File: config.mk
export PLATFORM = sky130hd
export DESIGN_NAME = sorted_list_engine
export DESIGN_NICKNAME = d
export VERILOG_FILES = /design/src/sle_pkg.sv /design/src/sorted_list_engine.sv /design/src/sle_mem.sv /design/src/sle_ctrl.sv
export VERILOG_INCLUDE_DIRS = /design/src /design/src/src
export SDC_FILE = /design/constraint.sdc
export NUM_CORES = 1
export LEC_CHECK = 0
export BUFFER_PORTS_ARGS = -buffer_cell sky130_fd_sc_hd__buf_2
export CAP_MARGIN = 10
export CORE_ASPECT_RATIO = 0.5
export CORE_MARGIN = 2
export CORE_UTILIZATION = 60
export CTS_CLUSTER_SIZE = 12
export DETAILED_ROUTE_END_ITERATION = 7
export PLACE_DENSITY_LB_ADDON = 0.1
export SETUP_SLACK_MARGIN = 0.05
export SLEW_MARGIN = 0
export SYNTH_ARGS = -nofsm -noshare
export SYNTH_HDL_FRONTEND = slang
export SYNTH_HIERARCHICAL = 1
export SYNTH_SLANG_ARGS = --single-unit
File: constraint.sdc
create_clock -name clk_i -period 8.54 [get_ports clk_i]
set_clock_uncertainty 0.15 [all_clocks]
set_input_delay 2.562 -clock clk_i [delete_from_list [all_inputs] [get_ports clk_i]]
set_output_delay 2.562 -clock clk_i [all_outputs]
set_load 0.1 [all_outputs]
File: src/assert_macros.svh
// ----------------------------------------------------------------------------
// assert_macros.svh
// Concurrent assertion shorthands. Expects clk_i and rst_ni in scope.
// ----------------------------------------------------------------------------
`ifndef ASSERT_MACROS_SVH
`define ASSERT_MACROS_SVH

// Plain property, checked at every rising edge outside reset
`define SLE_ASSERT(label, prop, msg) \
  label: assert property (@(posedge clk_i) disable iff (!rst_ni) (prop)) else $error(msg);

// Implication: when ante holds, cons holds in the same cycle
`define SLE_ASSERT_IMPL(label, ante, cons, msg) \
  label: assert property (@(posedge clk_i) disable iff (!rst_ni) (ante) |-> (cons)) \
    else $error(msg);

`endif

File: src/sle_pkg.sv
`timescale 1ns / 1ps
// ----------------------------------------------------------------------------
// sle_pkg
// Shared constants, command and status codes and the result bundle of the
// sorted list engine.
// ----------------------------------------------------------------------------
package sle_pkg;

  // Default sizing
  localparam int unsigned SLE_CAPACITY  = 16;
  localparam int unsigned SLE_KEY_WIDTH = 32;

  // Fixed field widths on the ports
  localparam int unsigned CMD_W    = 2;
  localparam int unsigned PKEY_W   = 32;
  localparam int unsigned STATUS_W = 2;
  localparam int unsigned COUNT_W  = 5;

  // Command codes
  localparam logic [CMD_W-1:0] CMD_INSERT = 2'd0;
  localparam logic [CMD_W-1:0] CMD_RMIN   = 2'd1;
  localparam logic [CMD_W-1:0] CMD_RMAX   = 2'd2;
  localparam logic [CMD_W-1:0] CMD_RVAL   = 2'd3;

  // Status codes
  localparam logic [STATUS_W-1:0] ST_OK   = 2'd0;
  localparam logic [STATUS_W-1:0] ST_MISS = 2'd1;
  localparam logic [STATUS_W-1:0] ST_FULL = 2'd2;

  // Finished result handed from the sequencer to the output register
  typedef struct packed {
    logic                valid;
    logic [PKEY_W-1:0]   key;
    logic [STATUS_W-1:0] status;
    logic [COUNT_W-1:0]  count;
    logic                empty;
  } sle_res_t;

endpackage

File: src/sorted_list_engine.sv
`timescale 1ns / 1ps
// ----------------------------------------------------------------------------
// sorted_list_engine
// Sorted key list with insert, remove-smallest, remove-largest and
// remove-by-value; keys live in a one-port-read, one-port-write store.
//
//   channel | dir | handshake               | fields
//   --------+-----+-------------------------+--------------------------------
//   in      | in  | in_valid_i / in_stall_o | command_i, key_in_i
//   out     | out | out_valid_o/out_stall_i | key_out_o, status_o,
//           |     |                         | entry_count_o, is_empty_o
//
// With n keys stored (n > 0) an item walks the store before its result reaches
// the output register: the walk reads one entry per cycle through the single
// read port. Insert may stop early at its slot, remove-largest reads only the
// last entry, and an empty list or an insert into a full list reads none.
// The input stalls until the result enters the output register, so the next
// item is accepted only after that; a full, stalled output register holds
// the sequencer. Reset empties the list; store contents need no clearing.
// ----------------------------------------------------------------------------
module sorted_list_engine #(
  parameter int unsigned CAPACITY  = sle_pkg::SLE_CAPACITY,
  parameter int unsigned KEY_WIDTH = sle_pkg::SLE_KEY_WIDTH
) (
  input  logic                         clk_i,
  input  logic                         rst_ni,
  input  logic                         in_valid_i,
  output logic                         in_stall_o,
  input  logic [sle_pkg::CMD_W-1:0]    command_i,
  input  logic [sle_pkg::PKEY_W-1:0]   key_in_i,
  output logic                         out_valid_o,
  input  logic                         out_stall_i,
  output logic [sle_pkg::PKEY_W-1:0]   key_out_o,
  output logic [sle_pkg::STATUS_W-1:0] status_o,
  output logic [sle_pkg::COUNT_W-1:0]  entry_count_o,
  output logic                         is_empty_o
);

  import sle_pkg::*;

  localparam int unsigned AddrW = $clog2(CAPACITY);

  sle_res_t             res;
  sle_res_t             out_q;
  logic                 out_vld_q;
  logic                 res_take;
  logic                 wr_en;
  logic [AddrW-1:0]     wr_addr;
  logic [KEY_WIDTH-1:0] wr_data;
  logic                 rd_en;
  logic [AddrW-1:0]     rd_addr;
  logic [KEY_WIDTH-1:0] rd_data;

  sle_ctrl #(
    .CAPACITY (CAPACITY),
    .KEY_WIDTH(KEY_WIDTH)
  ) u_ctrl (
    .clk_i     (clk_i),
    .rst_ni    (rst_ni),
    .in_valid_i(in_valid_i),
    .in_stall_o(in_stall_o),
    .command_i (command_i),
    .key_in_i  (key_in_i),
    .res_o     (res),
    .res_take_i(res_take),
    .wr_en_o   (wr_en),
    .wr_addr_o (wr_addr),
    .wr_data_o (wr_data),
    .rd_en_o   (rd_en),
    .rd_addr_o (rd_addr),
    .rd_data_i (rd_data)
  );

  sle_mem #(
    .DEPTH(CAPACITY),
    .WIDTH(KEY_WIDTH)
  ) u_mem (
    .clk_i    (clk_i),
    .wr_en_i  (wr_en),
    .wr_addr_i(wr_addr),
    .wr_data_i(wr_data),
    .rd_en_i  (rd_en),
    .rd_addr_i(rd_addr),
    .rd_data_o(rd_data)
  );

  // Output register: loads when empty or being drained
  assign res_take = res.valid && (!out_vld_q || !out_stall_i);

  always_ff @(posedge clk_i or negedge rst_ni) begin
    if (!rst_ni) begin
      out_vld_q <= 1'b0;
    end else if (res_take) begin
      out_vld_q <= 1'b1;
    end else if (!out_stall_i) begin
      out_vld_q <= 1'b0;
    end
  end

  always_ff @(posedge clk_i) begin
    if (res_take) begin
      out_q <= res;
    end
  end

  assign out_valid_o   = out_vld_q;
  assign key_out_o     = out_q.key;
  assign status_o      = out_q.status;
  assign entry_count_o = out_q.count;
  assign is_empty_o    = out_q.empty;

endmodule

File: src/sle_mem.sv
`timescale 1ns / 1ps
// ----------------------------------------------------------------------------
// sle_mem
// Key store: one write port, one read port, read data registered.
// ----------------------------------------------------------------------------
module sle_mem #(
  parameter int unsigned DEPTH = 16,
  parameter int unsigned WIDTH = 32,
  localparam int unsigned AddrW = $clog2(DEPTH)
) (
  input  logic             clk_i,
  input  logic             wr_en_i,
  input  logic [AddrW-1:0] wr_addr_i,
  input  logic [WIDTH-1:0] wr_data_i,
  input  logic             rd_en_i,
  input  logic [AddrW-1:0] rd_addr_i,
  output logic [WIDTH-1:0] rd_data_o
);

  logic [WIDTH-1:0] mem_q [DEPTH];
  logic [WIDTH-1:0] rd_data_q;

  // Write port
  always_ff @(posedge clk_i) begin
    if (wr_en_i) begin
      mem_q[wr_addr_i] <= wr_data_i;
    end
  end

  // Read port, registered read data
  always_ff @(posedge clk_i) begin
    if (rd_en_i) begin
      rd_data_q <= mem_q[rd_addr_i];
    end
  end

  assign rd_data_o = rd_data_q;

endmodule

File: src/sle_ctrl.sv
`timescale 1ns / 1ps
`include "assert_macros.svh"
// ----------------------------------------------------------------------------
// sle_ctrl
// Command sequencer: walks the key store one entry per cycle, compares and
// shifts entries by read-modify-write, and builds the result.
// ----------------------------------------------------------------------------
module sle_ctrl #(
  parameter int unsigned CAPACITY  = sle_pkg::SLE_CAPACITY,
  parameter int unsigned KEY_WIDTH = sle_pkg::SLE_KEY_WIDTH,
  localparam int unsigned AddrW = $clog2(CAPACITY)
) (
  input  logic                       clk_i,
  input  logic                       rst_ni,
  // command side
  input  logic                       in_valid_i,
  output logic                       in_stall_o,
  input  logic [sle_pkg::CMD_W-1:0]  command_i,
  input  logic [sle_pkg::PKEY_W-1:0] key_in_i,
  // result side
  output sle_pkg::sle_res_t          res_o,
  input  logic                       res_take_i,
  // key store
  output logic                       wr_en_o,
  output logic [AddrW-1:0]           wr_addr_o,
  output logic [KEY_WIDTH-1:0]       wr_data_o,
  output logic                       rd_en_o,
  output logic [AddrW-1:0]           rd_addr_o,
  input  logic [KEY_WIDTH-1:0]       rd_data_i
);

  import sle_pkg::*;

  localparam int unsigned CntW = $clog2(CAPACITY + 1);

  localparam logic S_IDLE = 1'b0;
  localparam logic S_SCAN = 1'b1;

  logic                 state_q, state_d;
  logic [CMD_W-1:0]     cmd_q, cmd_d;
  logic [KEY_WIDTH-1:0] key_q, key_d;
  logic [CntW-1:0]      cnt_q, cnt_d;
  logic [AddrW-1:0]     ptr_q, ptr_d;
  logic [CntW-1:0]      rem_q, rem_d;
  logic                 pend_q, pend_d;
  logic [AddrW-1:0]     pidx_q, pidx_d;
  logic                 hit_q, hit_d;
  logic [KEY_WIDTH-1:0] got_q, got_d;

  logic                 accept;
  logic                 full;
  logic                 done;
  logic [CntW-1:0]      cnt_new;

  assign in_stall_o = (state_q != S_IDLE);
  assign accept     = in_valid_i && !in_stall_o;
  assign full       = (cnt_q == CntW'(CAPACITY));
  assign done       = (state_q == S_SCAN) && (rem_q == '0) && !pend_q;

  // Next state, store walk and result build
  always_comb begin
    state_d   = state_q;
    cmd_d     = cmd_q;
    key_d     = key_q;
    cnt_d     = cnt_q;
    ptr_d     = ptr_q;
    rem_d     = rem_q;
    pend_d    = 1'b0;
    pidx_d    = pidx_q;
    hit_d     = hit_q;
    got_d     = got_q;
    wr_en_o   = 1'b0;
    wr_addr_o = '0;
    wr_data_o = key_q;
    rd_en_o   = 1'b0;
    rd_addr_o = ptr_q;
    cnt_new   = cnt_q;
    res_o     = '0;

    // Load a new command
    if (accept) begin
      state_d = S_SCAN;
      cmd_d   = command_i;
      key_d   = KEY_WIDTH'(key_in_i);
      hit_d   = 1'b0;
      ptr_d   = AddrW'(cnt_q - 1'b1);
      rem_d   = cnt_q;
      case (command_i)
        CMD_INSERT: begin
          if (full) begin
            rem_d = '0;
          end
        end
        CMD_RMIN, CMD_RVAL: begin
          ptr_d = '0;
        end
        CMD_RMAX: begin
          rem_d = CntW'(cnt_q != '0);
        end
        default: begin
          rem_d = '0;
        end
      endcase
    end

    if (state_q == S_SCAN) begin
      // Issue the next read; insert walks downward, the others upward
      if (rem_q != '0) begin
        rd_en_o = 1'b1;
        pend_d  = 1'b1;
        pidx_d  = ptr_q;
        rem_d   = rem_q - 1'b1;
        ptr_d   = (cmd_q == CMD_INSERT) ? ptr_q - 1'b1 : ptr_q + 1'b1;
      end

      // Act on the entry read last cycle
      if (pend_q) begin
        case (cmd_q)
          CMD_INSERT: begin
            if (!hit_q) begin
              wr_en_o   = 1'b1;
              wr_addr_o = pidx_q + 1'b1;
              if (rd_data_i >= key_q) begin
                wr_data_o = rd_data_i;
              end else begin
                wr_data_o = key_q;
                hit_d     = 1'b1;
                rem_d     = '0;
              end
            end
          end
          CMD_RMIN: begin
            if (pidx_q == '0) begin
              got_d = rd_data_i;
            end else begin
              wr_en_o   = 1'b1;
              wr_addr_o = pidx_q - 1'b1;
              wr_data_o = rd_data_i;
            end
          end
          CMD_RMAX: begin
            got_d = rd_data_i;
          end
          CMD_RVAL: begin
            if (hit_q) begin
              wr_en_o   = 1'b1;
              wr_addr_o = pidx_q - 1'b1;
              wr_data_o = rd_data_i;
            end else if (rd_data_i == key_q) begin
              hit_d = 1'b1;
            end
          end
          default: begin
            hit_d = hit_q;
          end
        endcase
      end

      // Walk finished: close the command and offer the result
      if (done) begin
        res_o.valid  = 1'b1;
        res_o.key    = PKEY_W'(key_q);
        res_o.status = ST_OK;
        case (cmd_q)
          CMD_INSERT: begin
            if (full) begin
              res_o.status = ST_FULL;
            end else begin
              cnt_new = cnt_q + 1'b1;
              // every stored key was >= the new one: it goes to the head
              if (!hit_q) begin
                wr_en_o   = 1'b1;
                wr_addr_o = '0;
                wr_data_o = key_q;
              end
            end
          end
          CMD_RMIN, CMD_RMAX: begin
            if (cnt_q == '0) begin
              res_o.key    = '0;
              res_o.status = ST_MISS;
            end else begin
              res_o.key = PKEY_W'(got_q);
              cnt_new   = cnt_q - 1'b1;
            end
          end
          CMD_RVAL: begin
            if (hit_q) begin
              cnt_new = cnt_q - 1'b1;
            end else begin
              res_o.status = ST_MISS;
            end
          end
          default: begin
            res_o.status = ST_MISS;
          end
        endcase
        res_o.count = COUNT_W'(cnt_new);
        res_o.empty = (cnt_new == '0);
        if (res_take_i) begin
          cnt_d   = cnt_new;
          state_d = S_IDLE;
        end
      end
    end
  end

  // Control registers
  always_ff @(posedge clk_i or negedge rst_ni) begin
    if (!rst_ni) begin
      state_q <= S_IDLE;
      cnt_q   <= '0;
      rem_q   <= '0;
      pend_q  <= 1'b0;
      hit_q   <= 1'b0;
      cmd_q   <= CMD_INSERT;
    end else begin
      state_q <= state_d;
      cnt_q   <= cnt_d;
      rem_q   <= rem_d;
      pend_q  <= pend_d;
      hit_q   <= hit_d;
      cmd_q   <= cmd_d;
    end
  end

  // Payload registers
  always_ff @(posedge clk_i) begin
    key_q  <= key_d;
    ptr_q  <= ptr_d;
    pidx_q <= pidx_d;
    got_q  <= got_d;
  end

  // Checks
  `SLE_ASSERT(a_cnt_cap, cnt_q <= CntW'(CAPACITY), "stored count above capacity")
  `SLE_ASSERT_IMPL(a_idle_no_wr, state_q == S_IDLE, !wr_en_o, "store written while idle")
  `SLE_ASSERT_IMPL(a_rw_apart, rd_en_o && wr_en_o, rd_addr_o != wr_addr_o,
                   "read and write hit the same entry")
  `SLE_ASSERT_IMPL(a_res_drained, res_o.valid, (rem_q == '0) && !pend_q,
                   "result offered with reads outstanding")
  `SLE_ASSERT_IMPL(a_cnt_on_take, cnt_q != $past(cnt_q), $past(res_take_i),
                   "count changed without a finished item")

endmodule

==> metrics.cfg, run 1 <==
[power_and_ir_drop]
max-vdd-ir-drop_uv = 168
leakage_nw = 10.2
switching_power_w = 0.00420
p_int_w = 0.00754
p_comb_frac = 0.347
power_frac_seq = 0.430
powerDensity_nw_per_um2 = 375
p_sw_frac = 0.358
power.clock.fraction = 0.222

[route]
vias = 15950
wl_mm = 66.5
viasPerCell = 6.74
drt_first_pass_iters = 5
ant_nets = 0
drc = 0
drt-wirelength-per-cell_um = 28.1
drtIter0Drc = 2077

[yosys]
syn_avg_cell_area_um2 = 17.4
synth_fp_nets = 1701
synth_seq_cells = 672
synth_cell_types = 68
ys.warnings.count = 6
yosysTopAreaCellShare = 0.693
synthTopCellsByArea = edfxtp_1 (69%), mux4_2 (10%), ha_1 (1.9%), a22oi_1 (1.8%), dfrtp_1 (1.4%)
yosysMostFrequentCell = edfxtp_1
synthCells = 1618
yosysSeqAreaShare = 0.710
synth-edff-count = 652
synth_flop_cell = edfxtp_1
synth_commonest_cells = edfxtp_1 (652), mux4_2 (128), a22oi_1 (66)
synthArstFlopShare = 0.0238
netlist_area_um2 = 28200
yosysTopAreaCell = edfxtp_1

[clocking]
post_cts_resized = 0
clk_path_buf_depth = 3
postCtsSetupRepairBufs = 0
cts.sinks = 672
cts_buffers = 66
hold_buffers = 0
ctsRootBufferMaster = clkbuf_16
htree_levels = 3
clkLatencyLatePin_ns = 0.60
cts.reportedPaths.clkPinSlew_ns = 0.06
cts_tree = yes

[grt]
grt_max_degree = 73
grt_pass1_wl_mm = 98.0
grtUsageTotal = 0.274
grt_pass1_vias = 15041
antenna_found_initial = 3
grt_overflow = 0

[min_path]
hp-start = u_mem/rd_data_o[16]$_DFFE_PP_
hold_class = flip-flop to flip-flop
hold_depth = 0
min_to = u_ctrl/got_q[16]$_DFFE_PP_

[timing]
holdWs_ns = 0.364
worst_pin_slew_ns = 1.42
fin_crit_sh = 0.656
hold_viol = 0
fmaxAchievable_ghz = 0.179
fin_crit_ns = 5.60
finalSetupTns_ns = 0
slew_headroom = 0.0533
setup_violations = 0
grt_setup_unrepaired = no
finalMaxSlewViolations = 0

[die]
core-area_um2 = 46700
ios = 80
die_area_um2 = 48900
rows = 56
fp.dieH_um = 157
die_w_um = 311
initial_core_util = 0.605

[finish]
synthToLayoutAreaGrowth_pct = 11.0
final-seq-area_um2 = 20100
drive_gt1_frac = 0.233
multi_input_area_um2 = 7620
fillCellCount = 3082
nets = 1794
n_antenna_cell = 0

[worst_setup_path]
crit_required_ns = 8.66
r2r-end = u_mem/mem_q[12][21]$_DFFE_PP_
crit_family = simple AND/OR/NAND/NOR gates
critPathKind = flip-flop to flip-flop
slowest_delay_ns = 0.99
cpMaxStageDelayCell = nor3_2
ff2ff_setup_slack_ns = 2.94
arrival_ns = 5.72
endpoint_kind = flip-flop
regToRegStartpoint = u_ctrl/cmd_q[1]$_DFFE_PN0P_
crit_fanout = 42
path_buf_inv = 3
cp_common_cell = inv_1
crit_chain = inv_1 -> ha_2 -> inv_1 -> nor2_1 -> a221oi_1 -> a211oi_1 -> nand3_1 -> nor3_2 -> buf_4
worstSetupPathDepth = 9
cp-start-kind = flip-flop
reg2reg_depth = 9

[placed_design]
hpwl_mm = 41.1
portBuffers = 79
routabilityCongestion = 0.896

[run_status]
status = finished, final reports clean

[run]
drv_cap = 0

cell type report:
type | instances | share of cell area
clock buffer | 77 | 0.0550
timing repair buffer | 128 | 0.0257
tap | 638 | 0.0255
multi-input combinational | 791 | 0.243
sequential | 672 | 0.640
inverter | 52 | 0.00623
clock inverter | 8 | 0.00403
state kept, by name, indices dropped and copies added (netlist names):
register and count:
u_mem/mem_q 512, key_out_o 32, u_ctrl/got_q 32, u_ctrl/key_q 32
u_mem/rd_data_o 32, entry_count_o 5, u_ctrl/cnt_q 5, u_ctrl/rem_q 5
u_ctrl/pidx_q 4, u_ctrl/rd_addr_o 4, status_o 2, u_ctrl/cmd_q 2
is_empty_o 1, out_valid_o 1, u_ctrl/hit_q 1, u_ctrl/in_stall_o 1
u_ctrl/pend_q 1
per-stage QoR:
stage                     instance area (um^2)  setup WS [ns]  utilization  total power, W  instances
after floorplan                          28200           2.95            -         0.00763       1618
after global placement                   29400           3.53        0.629         0.00885       2269
after detailed placement                 29400           3.22        0.629         0.00902       2269
after CTS                                31200           3.18        0.669          0.0116       2354
after global routing                     31300           2.74        0.671          0.0122       2366
final                                    31300           2.94        0.671          0.0117       2366
worst max path at each step:
stage / slack [ns] / from / endpoint
global placement: 3.53 / u_ctrl/cmd_q[0]$_DFFE_PN0P_ / u_mem/mem_q[12][31]$_DFFE_PP_
global route: 2.74 / u_ctrl/cmd_q[0]$_DFFE_PN0P_ / u_mem/mem_q[12][31]$_DFFE_PP_
CTS: 3.18 / u_ctrl/cmd_q[0]$_DFFE_PN0P_ / u_mem/mem_q[12][31]$_DFFE_PP_
floorplan: 2.95 / u_ctrl/in_stall_o$_DFF_PN0_ / u_mem/mem_q[0][0]$_DFFE_PP_
finish: 2.94 / u_ctrl/cmd_q[1]$_DFFE_PN0P_ / u_mem/mem_q[12][21]$_DFFE_PP_
detailed placement: 3.22 / u_ctrl/cmd_q[0]$_DFFE_PN0P_ / u_mem/mem_q[12][24]$_DFFE_PP_
cell families after synthesis:
| kind of cell | after synthesis | synth area share |
|---|---|---|
| fa+ha+maj | 45 | 0.0202 |
| xor+xnor | 9 | 0.00279 |
| simple gates | 286 | 0.0528 |
| mux | 131 | 0.103 |
| flops | 672 | 0.710 |
| compound gates | 320 | 0.0857 |
| buf+inv | 155 | 0.0248 |
per-layer routing:
metal  global-route usage  wire length (um)  up-vias
li1                     -                 -     6783
met1                0.438             30000     8194
met2                0.366             27400      886
met3               0.0872              8230       85
met4               0.0564               894        2
met5                    0                 9        -
worst reg2reg max path, cell delays in order (launching register included):
cell      delay [ns]
dfrtp_1         0.40
inv_1           0.11
ha_2            0.83
inv_1           0.45
nor2_1          0.49
a221oi_1        0.17
a211oi_1        0.74
nand3_1         0.50
nor3_2          1.00
buf_4           0.44
layout by cell type (no fill, tap or decap), types with 4 or more instances in the layout:
cell	count
nor3_1	39
a221o_1	30
nand2_1	60
clkbuf_1	9
nor2_4	12
ha_1	43
buf_2	79
edfxtp_1	652
a211oi_2	29
buf_4	39
nor3b_1	4
o2bb2ai_1	29
a211oi_1	8
dfrtp_1	16
nor3_2	4
a22oi_1	66
o21ai_1	24
inv_1	52
clkbuf_16	67
nor4_1	31
a21o_1	5
mux4_2	128
xnor2_1	6
nand3_1	40
nor2_1	22
a221oi_1	5
nand4_1	5
a21oi_1	63
and2_1	4
nand2b_1	41
o21ai_0	30
buf_6	8
power by group through the flow:
stage                     Sequential [W]  Combinational (W)  Clock, W
after CTS                        0.00506            0.00392   0.00266
after global routing             0.00510            0.00434   0.00278
after floorplan                  0.00505            0.00257         0
final                            0.00505            0.00408   0.00261
after global placement           0.00509            0.00376         0
after detailed placement         0.00512            0.00390         0
Power figures use the tool's default switching activity.
==> run 2: changes to the inputs <==
--- a/config.mk
+++ b/config.mk
@@ -6,6 +6,7 @@
 export SDC_FILE = /design/constraint.sdc
 export NUM_CORES = 1
 export LEC_CHECK = 0
+export ABC_AREA = 1
 export BUFFER_PORTS_ARGS = -buffer_cell sky130_fd_sc_hd__buf_2
 export CAP_MARGIN = 10
 export CORE_ASPECT_RATIO = 0.5
==> constraint.sdc (replaced) <==
create_clock -name clk_i -period 5.79 [get_ports clk_i]
set_clock_uncertainty 0.15 [all_clocks]
set_input_delay 1.737 -clock clk_i [delete_from_list [all_inputs] [get_ports clk_i]]
set_output_delay 1.737 -clock clk_i [all_outputs]
set_load 0.1 [all_outputs]
==> run 2 against run 1 <==
Flip-flop and latch count stayed put. Global-route usage is 6.0 points higher. Combinational power is 77% higher. Cell count is 65% higher. Critical path type unchanged.
==> metrics.cfg, run 2 <==
[yosys]
ys.warnings.count = 6
yosysTopAreaCell = edfxtp_1
synth-edff-count = 652
synthTopCellsByArea = edfxtp_1 (62%), nand2_1 (10%), nand3_1 (7.3%), inv_1 (6.4%), ha_1 (1.7%)
yosysTopAreaCellShare = 0.622
synth_commonest_cells = nand2_1 (849), edfxtp_1 (652), inv_1 (537)
synth_flop_cell = edfxtp_1
synth_fp_nets = 3199
yosysMostFrequentCell = nand2_1
syn_avg_cell_area_um2 = 10.1
synthCells = 3116
synthArstFlopShare = 0.0238
netlist_area_um2 = 31500
synth_seq_cells = 672
synth_cell_types = 49
yosysSeqAreaShare = 0.638

[route]
wl_met1_mm = 38.0
viasPerCell = 5.95
drc = 0
drt_first_pass_iters = 6
ant_nets = 0
drt-wirelength-per-cell_um = 23.2
wl_mm = 90.7
wl_met3_mm = 13.3
wl_met2_mm = 37.2
highest_layer = met5
vias = 23217
drtIter0Drc = 3835

[die]
initial_core_util = 0.606
die_area_um2 = 54400
core-area_um2 = 51900
die_w_um = 328
rows = 59
ios = 80
fp.dieH_um = 166

[timing]
fin_crit_sh = 0.691
finalMaxSlewViolations = 0
setup_violations = 0
slew_headroom = 0.268
hold_viol = 0
grt_setup_unrepaired = no
worst_pin_slew_ns = 1.10
finalSetupTns_ns = 0
fmaxAchievable_ghz = 0.250
fin_crit_ns = 4.00

[worst_setup_path]
critPathCapture = u_mem/mem_q[14][20]$_DFFE_PP_
endpoint_kind = flip-flop
crit_fanout = 21
cp-start-kind = flip-flop
reg2reg_depth = 12
critPathKind = flip-flop to flip-flop
r2r-end = u_mem/mem_q[14][20]$_DFFE_PP_
cpMaxStageDelayCell = nor2_4
crit_path_start = u_ctrl/pidx_q[0]$_DFFE_PP_
crit_chain = inv_1 -> ha_1 -> nand3_1 -> nand2_1 -> nand2_1 -> inv_1 -> nor2_1 -> a31oi_1 -> nor2_1 -> nand3_1 -> nor2_4 -> buf_12
arrival_ns = 4.13
crit_required_ns = 5.92
slowest_delay_ns = 0.71
ff2ff_setup_slack_ns = 1.79
regToRegStartpoint = u_ctrl/pidx_q[0]$_DFFE_PP_

[placed_design]
dp_cells = 3816
routabilityCongestion = 0.912
hpwl_mm = 50.6
portBuffers = 79

[clocking]
post_cts_resized = 0
htree_levels = 3
hold_buffers = 0
cts_tree = yes
cts.sinks = 672
cts.reportedPaths.clkPinSlew_ns = 0.06
clkLatencyLatePin_ns = 0.61
postCtsSetupRepairBufs = 0
ctsRootBufferMaster = clkbuf_16
clk_path_buf_depth = 3
cts_buffers = 66

[finish]
nets = 3266
fillCellCount = 3934
layout.cells.non_filler = 3903
drive_gt1_frac = 0.0943
mostFrequentLayoutCells = nand2_1 (849), edfxtp_1 (652), inv_1 (534)
synthToLayoutAreaGrowth_pct = 9.71
final_common_cell = nand2_1
largest_reg_flops = 512
regMostFlops = u_mem/mem_q
n_antenna_cell = 0

[grt]
grt_max_degree = 152
grtUsageTotal = 0.334
grt_overflow = 0
antenna_found_initial = 4
grt_pass1_wl_mm = 134
grt_pass1_vias = 20830

[run_status]
status = finished, final reports clean

[power_and_ir_drop]
total_power_w = 0.0191
max-vdd-ir-drop_uv = 359
leakage_nw = 14.7
powerDensity_nw_per_um2 = 554

[run]
drv_cap = 0

[min_path]
hold_class = flip-flop to flip-flop

## run 2: changes by cell type in the layout (fill, tap and decap cells not counted), sizes merged, moves of 41 or more
cell	delta
nand2b	-41
nand3	+423
mux4	-128
nor2	+88
nand2	+790
inv	+490
## run 2: routing by layer
metal / global-route usage / up-vias
li1: - / 10408
met1: 0.535 / 11044
met2: 0.457 / 1583
met3: 0.0770 / 178
met4: 0.0850 / 4
met5: 0 / -
## run 2: cells by family after synthesis
group / after synthesis / synth area share
AOI/OAI and AO/OA: 235 / 0.0529
adders and majority gates: 45 / 0.0181
buffers and inverters: 704 / 0.0952
and+or+nand+nor: 1449 / 0.193
xor gates and xnor gates: 11 / 0.00306
DFF: 672 / 0.638
## run 2: cell type report
cell class | instances | area, um^2 | share of cell area
multi-input combinational | 1740 | 8550 | 0.248
clock inverter | 3 | 26.3 | 0.000761
clock buffer | 84 | 1780 | 0.0517
tap | 701 | 877 | 0.0254
timing repair buffer | 159 | 1160 | 0.0336
inverter | 544 | 2050 | 0.0595
sequential | 672 | 20100 | 0.581
## run 2: worst min path at each step
stage | startpoint | cells past startpoint | endpoint
after global placement | u_mem/rd_data_o[0]$_DFFE_PP_ | 0 | u_ctrl/got_q[0]$_DFFE_PP_
after CTS | u_mem/rd_data_o[0]$_DFFE_PP_ | 0 | u_ctrl/got_q[0]$_DFFE_PP_
after global routing | u_mem/rd_data_o[0]$_DFFE_PP_ | 0 | u_ctrl/got_q[0]$_DFFE_PP_
final | u_mem/rd_data_o[0]$_DFFE_PP_ | 0 | u_ctrl/got_q[0]$_DFFE_PP_
after detailed placement | u_mem/rd_data_o[0]$_DFFE_PP_ | 0 | u_ctrl/got_q[0]$_DFFE_PP_
after floorplan | u_mem/rd_data_o[0]$_DFFE_PP_ | 0 | u_ctrl/got_q[0]$_DFFE_PP_
## run 2: critical path: cells and delay by family (launching register included)
kind / cells / cell delay, ns
adders and majority gates: 1 / 0.24
and+or+nand+nor: 7 / 2.23
DFF: 1 / 0.40
AOI/OAI and AO/OA: 1 / 0.05
buffers and inverters: 3 / 0.58
## run 2: where the power goes
| group | total, W | leakage, nW | internal [W] | switching, W |
|---|---|---|---|---|
| Combinational | 0.00724 | 7.55 | 0.00196 | 0.00528 |
| Sequential | 0.00798 | 6.30 | 0.00747 | 0.000514 |
| Clock | 0.00389 | 0.882 | 0.00214 | 0.00175 |
| Total | 0.0191 | 14.7 | 0.0116 | 0.00754 |
## run 2: metrics by stage
step           utilization  instance area, um^2  worst slack [ns]  hold WS [ns]
2_1_floorplan            -                31500             0.659         0.300
3_3_place_gp         0.630                32700              2.03         0.324
3_5_place_dp         0.630                32700              1.94         0.326
4_1_cts              0.665                34500              1.90         0.341
5_1_grt              0.665                34500              1.55         0.361
6_report             0.665                34500              1.79         0.345
